===== config.mk =====
export PLATFORM = sky130hd
export DESIGN_NAME = centroid_track_table_top
export DESIGN_NICKNAME = d
export VERILOG_FILES = /design/src/hw/rtl/ctt_pkg.sv /design/src/hw/rtl/ctt_queue.sv /design/src/hw/rtl/ctt_front.sv /design/src/hw/rtl/ctt_back.sv /design/src/hw/rtl/centroid_track_table_top.sv
export SDC_FILE = /design/constraint.sdc
export NUM_CORES = 2
export LEC_CHECK = 0
export BUFFER_PORTS_ARGS = -buffer_cell sky130_fd_sc_hd__buf_2
export CORE_MARGIN = 4
export CORE_UTILIZATION = 60
export CTS_CLUSTER_SIZE = 20
export DETAILED_ROUTE_END_ITERATION = 6
export GPL_TIMING_DRIVEN = 0
export PLACE_DENSITY = 0.79
export SLEW_MARGIN = 40
export SYNTH_ARGS = -nofsm -noshare
export SYNTH_HDL_FRONTEND = slang
export SYNTH_SLANG_ARGS = --single-unit

===== constraint.sdc =====
create_clock -name clk_i -period 23.2 [get_ports clk_i]
set_input_delay 2.32 -clock clk_i [delete_from_list [all_inputs] [get_ports clk_i]]
set_output_delay 2.32 -clock clk_i [all_outputs]
set_load 0.02 [all_outputs]

===== src/hw/rtl/ctt_pkg.sv =====
package ctt_pkg;

  typedef enum logic [1:0] {
    ACT_DETECT = 2'd0,
    ACT_FRAME  = 2'd1,
    ACT_CLEAR  = 2'd2,
    ACT_NONE   = 2'd3
  } action_e;

  localparam int unsigned CfgIdxBits = 2;
  localparam logic [CfgIdxBits-1:0] CFG_LOST_LIMIT = 2'd0;
  localparam logic [CfgIdxBits-1:0] CFG_RADIUS_SQ  = 2'd1;
  localparam logic [CfgIdxBits-1:0] CFG_CONFIRM    = 2'd2;

  localparam int unsigned CfgDataBits = 22;
  localparam int unsigned CntBits     = 4;
  localparam int unsigned IdentBits   = 16;
  localparam int unsigned InCoordBits = 12;

  localparam logic [CntBits-1:0]     LostLimitReset = 4'd2;
  localparam logic [CfgDataBits-1:0] RadiusSqReset  = 22'd3600;
  localparam logic [CntBits-1:0]     ConfirmReset   = 4'd2;

  // back state machine
  typedef enum logic [4:0] {
    ST_IDLE  = 5'b00001,
    ST_SCAN  = 5'b00010,
    ST_PLACE = 5'b00100,
    ST_AGE   = 5'b01000,
    ST_EMIT  = 5'b10000
  } back_state_e;

endpackage


===== src/hw/rtl/ctt_queue.sv =====
// short fifo between front and back
module ctt_queue #(
  parameter int unsigned Width = 8,
  parameter int unsigned Depth = 2
) (
  input  logic             clk_i,
  input  logic             rst_ni,
  input  logic             push_i,
  input  logic [Width-1:0] push_data_i,
  output logic             full_o,
  input  logic             pop_i,
  output logic [Width-1:0] pop_data_o,
  output logic             empty_o
);
  localparam int unsigned PtrBits = (Depth > 1) ? $clog2(Depth) : 1;

  logic [Width-1:0]   mem_q [Depth];
  logic [PtrBits-1:0] wr_q, rd_q;
  logic [PtrBits:0]   cnt_q;

  assign full_o     = (cnt_q == (PtrBits+1)'(Depth));
  assign empty_o    = (cnt_q == '0);
  assign pop_data_o = mem_q[rd_q];

  always_ff @(posedge clk_i) begin
    if (push_i && !full_o) begin
      mem_q[wr_q] <= push_data_i;
    end
  end

  // pointers and fill count
  always_ff @(posedge clk_i or negedge rst_ni) begin
    if (!rst_ni) begin
      wr_q  <= '0;
      rd_q  <= '0;
      cnt_q <= '0;
    end else begin
      if (push_i && !full_o) begin
        wr_q <= (wr_q == PtrBits'(Depth - 1)) ? '0 : wr_q + 1'b1;
      end
      if (pop_i && !empty_o) begin
        rd_q <= (rd_q == PtrBits'(Depth - 1)) ? '0 : rd_q + 1'b1;
      end
      cnt_q <= cnt_q + (PtrBits+1)'(push_i && !full_o) - (PtrBits+1)'(pop_i && !empty_o);
    end
  end

  // checks
  assert property (@(posedge clk_i) disable iff (!rst_ni)
                   cnt_q <= (PtrBits+1)'(Depth))
    else $error("queue count above depth");
  assert property (@(posedge clk_i) disable iff (!rst_ni) !(full_o && empty_o))
    else $error("queue full and empty at once");
  assert property (@(posedge clk_i) disable iff (!rst_ni) push_i |-> !full_o)
    else $error("push into full queue");
endmodule


===== src/hw/rtl/ctt_front.sv =====
// accepts transactions, drops meaningless actions, packs queue entries
module ctt_front #(
  parameter int unsigned CoordBits = 12
) (
  input  logic                    in_valid_i,
  output logic                    in_stall_o,
  input  logic [1:0]              action_i,
  input  logic [CoordBits-1:0]    center_x_i,
  input  logic [CoordBits-1:0]    center_y_i,
  input  logic                    q_full_i,
  output logic                    q_push_o,
  output logic [2*CoordBits+1:0]  q_data_o
);
  logic keep;

  // action 3 is taken and dropped here
  assign keep       = (ctt_pkg::action_e'(action_i) != ctt_pkg::ACT_NONE);
  assign in_stall_o = q_full_i;
  assign q_push_o   = in_valid_i && !q_full_i && keep;
  assign q_data_o   = {action_i, center_x_i, center_y_i};
endmodule


===== src/hw/rtl/ctt_back.sv =====
// track table engine: one slot per cycle for scan and age, and for emit while the output is not stalled
module ctt_back #(
  parameter int unsigned TrackSlots = 16,
  parameter int unsigned CoordBits  = 12
) (
  input  logic                          clk_i,
  input  logic                          rst_ni,
  input  logic                          cfg_we_i,
  input  logic [ctt_pkg::CfgIdxBits-1:0] cfg_idx_i,
  input  logic [ctt_pkg::CfgDataBits-1:0] cfg_data_i,
  input  logic                          q_empty_i,
  input  logic [2*CoordBits+1:0]        q_data_i,
  output logic                          q_pop_o,
  output logic                          out_valid_o,
  input  logic                          out_stall_i,
  output logic                          track_present_o,
  output logic [ctt_pkg::IdentBits-1:0] track_id_o,
  output logic [CoordBits-1:0]          track_x_o,
  output logic [CoordBits-1:0]          track_y_o,
  output logic [ctt_pkg::CntBits-1:0]   missed_frames_o,
  output logic [ctt_pkg::CntBits-1:0]   hit_count_o,
  output logic                          table_overflow_o,
  output logic                          last_of_frame_o
);
  localparam int unsigned SlotBits = $clog2(TrackSlots);
  localparam int unsigned SqBits   = 2 * CoordBits + 1;
  localparam int unsigned CntW     = ctt_pkg::CntBits;

  // configuration
  logic [CntW-1:0]                 lost_limit_q, confirm_q;
  logic [ctt_pkg::CfgDataBits-1:0] radius_q;

  always_ff @(posedge clk_i or negedge rst_ni) begin
    if (!rst_ni) begin
      lost_limit_q <= ctt_pkg::LostLimitReset;
      radius_q     <= ctt_pkg::RadiusSqReset;
      confirm_q    <= ctt_pkg::ConfirmReset;
    end else if (cfg_we_i) begin
      case (cfg_idx_i)
        ctt_pkg::CFG_LOST_LIMIT: lost_limit_q <= cfg_data_i[CntW-1:0];
        ctt_pkg::CFG_RADIUS_SQ:  radius_q     <= cfg_data_i;
        ctt_pkg::CFG_CONFIRM:    confirm_q    <= cfg_data_i[CntW-1:0];
        default: ;
      endcase
    end
  end

  // slot payload store
  logic [CoordBits-1:0]          sx_q [TrackSlots];
  logic [CoordBits-1:0]          sy_q [TrackSlots];
  logic [CntW-1:0]               smiss_q [TrackSlots];
  logic [CntW-1:0]               shits_q [TrackSlots];
  logic [ctt_pkg::IdentBits-1:0] sid_q [TrackSlots];
  logic [TrackSlots-1:0]         used_q, matched_q, born_q;
  logic [ctt_pkg::IdentBits-1:0] next_id_q;
  logic                          ovf_q;

  ctt_pkg::back_state_e state_q;
  logic [SlotBits-1:0]  idx_q;
  logic [CoordBits-1:0] cx_q, cy_q;
  logic                 best_vld_q;
  logic [SlotBits-1:0]  best_q;
  logic [SqBits-1:0]    best_d_q;
  logic                 any_emit_q, ovf_frame_q;

  // output register
  logic                          ov_q, pres_q, last_q, oovf_q, lastmark_q;
  logic [ctt_pkg::IdentBits-1:0] oid_q;
  logic [CoordBits-1:0]          ox_q, oy_q;
  logic [CntW-1:0]               omiss_q, ohits_q;

  logic out_free;
  assign out_free = !ov_q || !out_stall_i;

  // distance of current slot to the held center
  logic [CoordBits-1:0]   dx, dy;
  logic [2*CoordBits-1:0] dx_sq, dy_sq;
  logic [SqBits-1:0]      sq_dist;
  logic                   cand, closer;
  assign dx      = (cx_q > sx_q[idx_q]) ? cx_q - sx_q[idx_q] : sx_q[idx_q] - cx_q;
  assign dy      = (cy_q > sy_q[idx_q]) ? cy_q - sy_q[idx_q] : sy_q[idx_q] - cy_q;
  assign dx_sq   = dx * dx;
  assign dy_sq   = dy * dy;
  assign sq_dist = {1'b0, dx_sq} + {1'b0, dy_sq};
  assign cand    = used_q[idx_q] && !matched_q[idx_q] && !born_q[idx_q];
  assign closer  = best_vld_q ? (sq_dist < best_d_q)
                              : ({1'b0, sq_dist} < (SqBits+1)'(radius_q));

  // lowest free slot
  logic                free_vld;
  logic [SlotBits-1:0] free_idx;
  always_comb begin
    free_vld = 1'b0;
    free_idx = '0;
    for (int i = TrackSlots - 1; i >= 0; i--) begin
      if (!used_q[i]) begin
        free_vld = 1'b1;
        free_idx = SlotBits'(i);
      end
    end
  end

  logic last_idx, emit_hit, emit_now;
  logic [CntW:0] miss_inc, hit_inc;
  assign last_idx = (idx_q == SlotBits'(TrackSlots - 1));
  assign emit_hit = used_q[idx_q] && (shits_q[idx_q] >= confirm_q);
  assign miss_inc = {1'b0, smiss_q[idx_q]} + 1'b1;
  assign hit_inc  = {1'b0, shits_q[best_q]} + 1'b1;
  // a slot emits if confirmed; the last slot also emits an empty result when nothing was emitted in the frame
  assign emit_now = (state_q == ctt_pkg::ST_EMIT) && out_free &&
                    (emit_hit || (last_idx && !any_emit_q));

  assign q_pop_o = (state_q == ctt_pkg::ST_IDLE) && !q_empty_i;

  always_ff @(posedge clk_i) begin
    if (state_q == ctt_pkg::ST_PLACE) begin
      if (best_vld_q) begin
        sx_q[best_q]    <= cx_q;
        sy_q[best_q]    <= cy_q;
        smiss_q[best_q] <= '0;
        shits_q[best_q] <= (hit_inc > {1'b0, confirm_q}) ? confirm_q : hit_inc[CntW-1:0];
      end else if (free_vld) begin
        sx_q[free_idx]    <= cx_q;
        sy_q[free_idx]    <= cy_q;
        smiss_q[free_idx] <= '0;
        shits_q[free_idx] <= '0;
        sid_q[free_idx]   <= next_id_q;
      end
    end
    if (state_q == ctt_pkg::ST_AGE && cand && (miss_inc < {1'b0, lost_limit_q})) begin
      smiss_q[idx_q] <= miss_inc[CntW-1:0];
    end
  end

  always_ff @(posedge clk_i) begin
    if (state_q == ctt_pkg::ST_IDLE && !q_empty_i) begin
      cx_q <= q_data_i[2*CoordBits-1:CoordBits];
      cy_q <= q_data_i[CoordBits-1:0];
    end
    if (state_q == ctt_pkg::ST_SCAN && cand && closer) begin
      best_q   <= idx_q;
      best_d_q <= sq_dist;
    end
    if (emit_now) begin
      if (emit_hit) begin
        oid_q   <= sid_q[idx_q];
        ox_q    <= sx_q[idx_q];
        oy_q    <= sy_q[idx_q];
        omiss_q <= smiss_q[idx_q];
        ohits_q <= shits_q[idx_q];
      end else begin
        oid_q   <= '0;
        ox_q    <= '0;
        oy_q    <= '0;
        omiss_q <= '0;
        ohits_q <= '0;
      end
    end
  end

  // control
  always_ff @(posedge clk_i or negedge rst_ni) begin
    if (!rst_ni) begin
      state_q     <= ctt_pkg::ST_IDLE;
      idx_q       <= '0;
      best_vld_q  <= 1'b0;
      used_q      <= '0;
      matched_q   <= '0;
      born_q      <= '0;
      next_id_q   <= '0;
      ovf_q       <= 1'b0;
      any_emit_q  <= 1'b0;
      ovf_frame_q <= 1'b0;
      ov_q        <= 1'b0;
      pres_q      <= 1'b0;
      last_q      <= 1'b0;
      oovf_q      <= 1'b0;
    end else begin
      if (emit_now) begin
        ov_q   <= 1'b1;
        pres_q <= emit_hit;
        oovf_q <= ovf_frame_q;
        last_q <= last_idx;
      end else if (ov_q && !out_stall_i) begin
        ov_q <= 1'b0;
      end
      case (state_q)
        ctt_pkg::ST_IDLE: begin
          if (!q_empty_i) begin
            idx_q      <= '0;
            best_vld_q <= 1'b0;
            case (ctt_pkg::action_e'(q_data_i[2*CoordBits+1:2*CoordBits]))
              ctt_pkg::ACT_DETECT: state_q <= ctt_pkg::ST_SCAN;
              ctt_pkg::ACT_FRAME: begin
                state_q     <= ctt_pkg::ST_AGE;
                ovf_frame_q <= ovf_q;
                any_emit_q  <= 1'b0;
              end
              ctt_pkg::ACT_CLEAR: begin
                used_q    <= '0;
                matched_q <= '0;
                born_q    <= '0;
                next_id_q <= '0;
                ovf_q     <= 1'b0;
              end
              default: ;
            endcase
          end
        end
        ctt_pkg::ST_SCAN: begin
          if (cand && closer) begin
            best_vld_q <= 1'b1;
          end
          idx_q <= last_idx ? '0 : idx_q + 1'b1;
          if (last_idx) begin
            state_q <= ctt_pkg::ST_PLACE;
          end
        end
        ctt_pkg::ST_PLACE: begin
          if (best_vld_q) begin
            matched_q[best_q] <= 1'b1;
          end else if (free_vld) begin
            used_q[free_idx] <= 1'b1;
            born_q[free_idx] <= 1'b1;
            next_id_q        <= next_id_q + 1'b1;
          end else begin
            ovf_q <= 1'b1;
          end
          state_q <= ctt_pkg::ST_IDLE;
        end
        ctt_pkg::ST_AGE: begin
          if (cand && !(miss_inc < {1'b0, lost_limit_q})) begin
            used_q[idx_q] <= 1'b0;
          end
          matched_q[idx_q] <= 1'b0;
          born_q[idx_q]    <= 1'b0;
          idx_q <= last_idx ? '0 : idx_q + 1'b1;
          if (last_idx) begin
            ovf_q   <= 1'b0;
            state_q <= ctt_pkg::ST_EMIT;
          end
        end
        ctt_pkg::ST_EMIT: begin
          if (out_free) begin
            if (emit_hit) begin
              any_emit_q <= 1'b1;
            end
            idx_q <= last_idx ? '0 : idx_q + 1'b1;
            if (last_idx) begin
              state_q <= ctt_pkg::ST_IDLE;
            end
          end
        end
        default: state_q <= ctt_pkg::ST_IDLE;
      endcase
    end
  end

  // a confirmed track before the last slot is the last result when no later one follows
  logic [TrackSlots-1:0] conf_vec;
  logic                  later_conf;
  always_comb begin
    for (int i = 0; i < TrackSlots; i++) begin
      conf_vec[i] = used_q[i] && (shits_q[i] >= confirm_q);
    end
    later_conf = |(conf_vec >> (32'(idx_q) + 1));
  end

  assign out_valid_o      = ov_q;
  assign track_present_o  = pres_q;
  assign track_id_o       = oid_q;
  assign track_x_o        = ox_q;
  assign track_y_o        = oy_q;
  assign missed_frames_o  = omiss_q;
  assign hit_count_o      = ohits_q;
  assign table_overflow_o = oovf_q;
  assign last_of_frame_o  = last_q || (ov_q && pres_q && lastmark_q);

  always_ff @(posedge clk_i or negedge rst_ni) begin
    if (!rst_ni) begin
      lastmark_q <= 1'b0;
    end else if (state_q == ctt_pkg::ST_EMIT && out_free && emit_hit) begin
      lastmark_q <= !later_conf;
    end
  end

  // checks
  assert property (@(posedge clk_i) disable iff (!rst_ni) (matched_q & born_q) == '0)
    else $error("slot both matched and born");
  assert property (@(posedge clk_i) disable iff (!rst_ni)
                   ((matched_q | born_q) & ~used_q) == '0)
    else $error("flag on free slot");
  assert property (@(posedge clk_i) disable iff (!rst_ni)
                   !(ov_q && !pres_q && !last_of_frame_o))
    else $error("empty frame result without last marker");
endmodule


===== src/hw/rtl/centroid_track_table_top.sv =====
// channel   direction  payload
// in        input      action_i, center_x_i, center_y_i
// out       output     track_present_o .. last_of_frame_o
// cfg       input      cfg_we_i, cfg_idx_i, cfg_data_i
//
// a detection runs in the back engine as a scan (one slot compare per cycle), then a place step
// an end of frame runs aging then emit in the back engine; emit waits on output stall
// a clear is done by the back engine in its idle state; a meaningless action is dropped by the front
// a two-entry queue lets the front accept while the back works
// reset clears the slot valid bits, the next id and the overflow flag at once
module centroid_track_table_top #(
  parameter int unsigned TrackSlots = 16,
  parameter int unsigned CoordBits  = 12
) (
  input  logic                            clk_i,
  input  logic                            rst_ni,
  input  logic                            cfg_we_i,
  input  logic [ctt_pkg::CfgIdxBits-1:0]  cfg_idx_i,
  input  logic [ctt_pkg::CfgDataBits-1:0] cfg_data_i,
  input  logic                            in_valid_i,
  output logic                            in_stall_o,
  input  logic [1:0]                      action_i,
  input  logic [CoordBits-1:0]            center_x_i,
  input  logic [CoordBits-1:0]            center_y_i,
  output logic                            out_valid_o,
  input  logic                            out_stall_i,
  output logic                            track_present_o,
  output logic [ctt_pkg::IdentBits-1:0]   track_id_o,
  output logic [CoordBits-1:0]            track_x_o,
  output logic [CoordBits-1:0]            track_y_o,
  output logic [ctt_pkg::CntBits-1:0]     missed_frames_o,
  output logic [ctt_pkg::CntBits-1:0]     hit_count_o,
  output logic                            table_overflow_o,
  output logic                            last_of_frame_o
);
  localparam int unsigned QW = 2 * CoordBits + 2;

  logic          q_push, q_full, q_pop, q_empty;
  logic [QW-1:0] q_wdata, q_rdata;

  ctt_front #(.CoordBits(CoordBits)) u_front (
    .in_valid_i (in_valid_i),
    .in_stall_o (in_stall_o),
    .action_i   (action_i),
    .center_x_i (center_x_i),
    .center_y_i (center_y_i),
    .q_full_i   (q_full),
    .q_push_o   (q_push),
    .q_data_o   (q_wdata)
  );

  ctt_queue #(.Width(QW), .Depth(2)) u_queue (
    .clk_i       (clk_i),
    .rst_ni      (rst_ni),
    .push_i      (q_push),
    .push_data_i (q_wdata),
    .full_o      (q_full),
    .pop_i       (q_pop),
    .pop_data_o  (q_rdata),
    .empty_o     (q_empty)
  );

  ctt_back #(.TrackSlots(TrackSlots), .CoordBits(CoordBits)) u_back (
    .clk_i            (clk_i),
    .rst_ni           (rst_ni),
    .cfg_we_i         (cfg_we_i),
    .cfg_idx_i        (cfg_idx_i),
    .cfg_data_i       (cfg_data_i),
    .q_empty_i        (q_empty),
    .q_data_i         (q_rdata),
    .q_pop_o          (q_pop),
    .out_valid_o      (out_valid_o),
    .out_stall_i      (out_stall_i),
    .track_present_o  (track_present_o),
    .track_id_o       (track_id_o),
    .track_x_o        (track_x_o),
    .track_y_o        (track_y_o),
    .missed_frames_o  (missed_frames_o),
    .hit_count_o      (hit_count_o),
    .table_overflow_o (table_overflow_o),
    .last_of_frame_o  (last_of_frame_o)
  );
endmodule

==> impl_metrics.json <==
{
  "arrival_ns": 16.69,
  "synth_top_cell_by_area": "edfxtp_1",
  "cts_hold_buf": 0,
  "synth_mux_area_frac": 0.129,
  "h-tree-depth": 3,
  "cp.depth": 51,
  "synth_compound_area_frac": 0.0453,
  "fin_crit_sh": 0.705,
  "initial_core_util": 0.605,
  "cts_buffers": 102,
  "grt_use_met3": 0.0713,
  "tightest_slew_ns": 0.895,
  "antenna_found_initial": 3,
  "multi_input_area_um2": 21100,
  "cp-start-kind": "flip-flop",
  "clkTransAtPathRegs_ns": 0.06,
  "hp-class": "reg2reg",
  "syn_area_um2": 53500,
  "synth_ff_type": "edfxtp_1",
  "met2_usage": 0.469,
  "yosys_warnings": 0,
  "reg2reg_to": "u_back.best_d_q[13]$_DFFE_PP_",
  "crit_path_frequent_cell": "fa_1",
  "detail-route-antenna-nets": 0,
  "synth_top_area_share": 0.517,
  "ioPinCount": 108,
  "grt.overflow.total": 0,
  "slowest_delay_ns": 0.64,
  "cts_tree": "yes",
  "relSlewSlack": 0.403,
  "cpLargestDelayFamily": "adder cells",
  "path_class": "reg2reg",
  "synthAdderAreaFrac": 0.141,
  "r2r.worst_path.cells": 51,
  "regArea_um2": 30600,
  "max_freq_mhz": 61.1,
  "wirelength_um": 138000,
  "slew_viol_final": 0,
  "avgSynthCellArea_um2": 15.1,
  "clk_latency_ns": 0.71,
  "r2r-start": "u_back.idx_q[0]$_DFFE_PN0P_",
  "synth_top_cells_by_count": "edfxtp_1 (921), inv_1 (422), ha_1 (273), mux4_2 (267), nor2_1 (225)",
  "cpMaxStageDelayCell": "buf_1",
  "synth-xor-area-share": 0.0113,
  "synth-seq-area-share": 0.573,
  "synth.most_common_cell": "edfxtp_1",
  "synth_area_leaders": "edfxtp_1 (52%), mux4_2 (11%), fa_1 (7.7%), ha_1 (6.4%), dfrtp_1 (5.1%)",
  "grt_max_degree": 71,
  "rows": 109,
  "clkSinkCount": 1041,
  "r2r_slack_ns": 6.83,
  "synth_edf_count": 921,
  "critPathCapture": "u_back.best_d_q[13]$_DFFE_PP_",
  "worstPathRequired_ns": 23.52,
  "post_cts_buffers": 0,
  "vias": 32400,
  "drc": 14,
  "io_buffer_count": 107,
  "drtPass1Iterations": 7,
  "nets": 4335,
  "status": "complete, but fails checks",
  "grt_pass1_vias": 33200,
  "crit_path_start": "u_back.idx_q[0]$_DFFE_PN0P_",
  "synth_nets": 4067,
  "synth-simple-area-share": 0.0606,
  "cp_num_buf_inv": 14,
  "fin_tns_setup_ns": 0,
  "worst_setup_path_end_kind": "flip-flop",
  "setup_viol": 0,
  "vias_per_cell": 6.41,
  "die_height_um": 307,
  "maxCapViolCount": 0,
  "die_area_um2": 94000,
  "drt_iter0_drc": 4568,
  "drive_gt1_frac": 0.211,
  "rsz0062_at_grt": "no",
  "die_w_um": 307,
  "met1_usage": 0.403,
  "cts-resized-gates": 0,
  "top_usage_layer": "met2",
  "synth_top_family_by_area": "adder cells",
  "syn2layout_area_growth_pct": 12.8,
  "worst-path-max-fanout": 29,
  "fin_crit_ns": 16.37,
  "violations": "design-rule violations",
  "grt_pass1_wl_um": 207000,
  "async_reset_ff_frac": 0.111,
  "synth_cell_types": 84,
  "n_fill_cell": 5677,
  "grtUsageTotal": 0.297,
  "cts_root_buf": "clkbuf_16",
  "design.core.area_um2": 88400,
  "place_hpwl_um": 94600,
  "finClkSkew_ns": 0.0464,
  "synthCells": 3533,
  "synth-seq-cells": 1041,
  "clock_path_buffers": 3,
  "wl_per_cell_um": 27.4,
  "gp_congestion": 0.944,
  "hold_ws_ns": 0.455,
  "hold_viol_final": 0
}
-- how the worst min path moves through the flow --
stage / slack [ns] / depth (start not counted) / end / startpoint
after CTS: 0.46 / 0 / u_back.best_q[3]$_DFFE_PP_ / u_back.idx_q[3]$_DFFE_PN0P_
after detailed placement: 0.45 / 0 / u_back.best_q[3]$_DFFE_PP_ / u_back.idx_q[3]$_DFFE_PN0P_
after global routing: 0.49 / 0 / u_back.best_q[3]$_DFFE_PP_ / u_back.idx_q[3]$_DFFE_PN0P_
final: 0.45 / 0 / u_back.best_q[3]$_DFFE_PP_ / u_back.idx_q[3]$_DFFE_PN0P_
after floorplan: 0.42 / 0 / u_back.best_q[3]$_DFFE_PP_ / u_back.idx_q[3]$_DFFE_PN0P_
after global placement: 0.43 / 0 / u_back.best_q[3]$_DFFE_PP_ / u_back.idx_q[3]$_DFFE_PN0P_
-- cell families after synthesis --
kind of cell             after synthesis
AO/OA/AOI/OAI                        371
XOR/XNOR                              68
adder cells (fa/ha/maj)              480
buffers and inverters                541
flip-flops                          1041
multiplexers                         349
AND/OR/NAND/NOR                      683
-- cell type report --
cell class	instances	share of cell area
sequential	1041	0.508
timing repair buffer	164	0.0256
multi-input combinational	1951	0.350
clock buffer	131	0.0463
tap	1165	0.0242
inverter	431	0.0270
buffer	110	0.00832
antenna	2	0.0000830
clock inverter	58	0.0106
-- metrics by stage --
step	cell area (µm²)	setup slack [ns]	util	instances
2_1_floorplan	53500	10.07	-	3533
3_3_place_gp	55500	6.85	0.628	4805
3_5_place_dp	56800	7.18	0.643	4861
4_1_cts	60300	7.06	0.682	5050
5_1_grt	60300	6.12	0.682	5051
6_report	60300	6.83	0.682	5053
-- per-layer routing --
metal / vias to the layer above / wire length, µm
li1: 13500 / -
met1: 16200 / 50400
met2: 2207 / 65900
met3: 438 / 15700
met4: 0 / 6190
met5: - / 0
-- flip-flops by register name, summed over array words and instances (netlist names), 5 cells and up, named ones only --
| register | count |
|---|---|
| u_back.cx_q | 12 |
| u_back.sx_q | 192 |
| u_back.state_q | 5 |
| u_back.used_q | 16 |
| u_back.radius_q | 22 |
| u_back.cy_q | 12 |
| u_back.next_id_q | 16 |
| u_back.sid_q | 256 |
| u_back.track_x_o | 12 |
| u_back.smiss_q | 64 |
| u_back.best_d_q | 25 |
| u_back.track_y_o | 12 |
| u_queue.mem_q | 52 |
| u_back.shits_q | 64 |
| u_back.track_id_o | 16 |
| u_back.sy_q | 192 |
| u_back.born_q | 16 |
| u_back.matched_q | 16 |
-- worst reg2reg max path: cells and delay by family, from the launching register on --
family / cells / cell delay, ns
AOI/OAI and AO/OA: 14 / 3.42
xor gates and xnor gates: 2 / 0.92
muxes: 3 / 1.53
and+or+nand+nor: 7 / 0.81
DFF: 1 / 0.49
buffers and inverters: 14 / 3.99
adders and majority gates: 11 / 4.81
-- cells in the final DEF (no fill, tap or decap), types with 104 or more instances in the layout --
| cell | n |
|---|---|
| mux4_2 | 267 |
| buf_2 | 138 |
| fa_1 | 206 |
| inv_1 | 419 |
| nand2_1 | 188 |
| clkbuf_16 | 104 |
| a21oi_1 | 104 |
| nor2_1 | 190 |
| edfxtp_1 | 921 |
| dfrtp_1 | 109 |
| ha_1 | 273 |
Power is left out: the tool's default activity adds up to more than one toggle a clock period on the data nets, which glitch-free logic cannot reach.
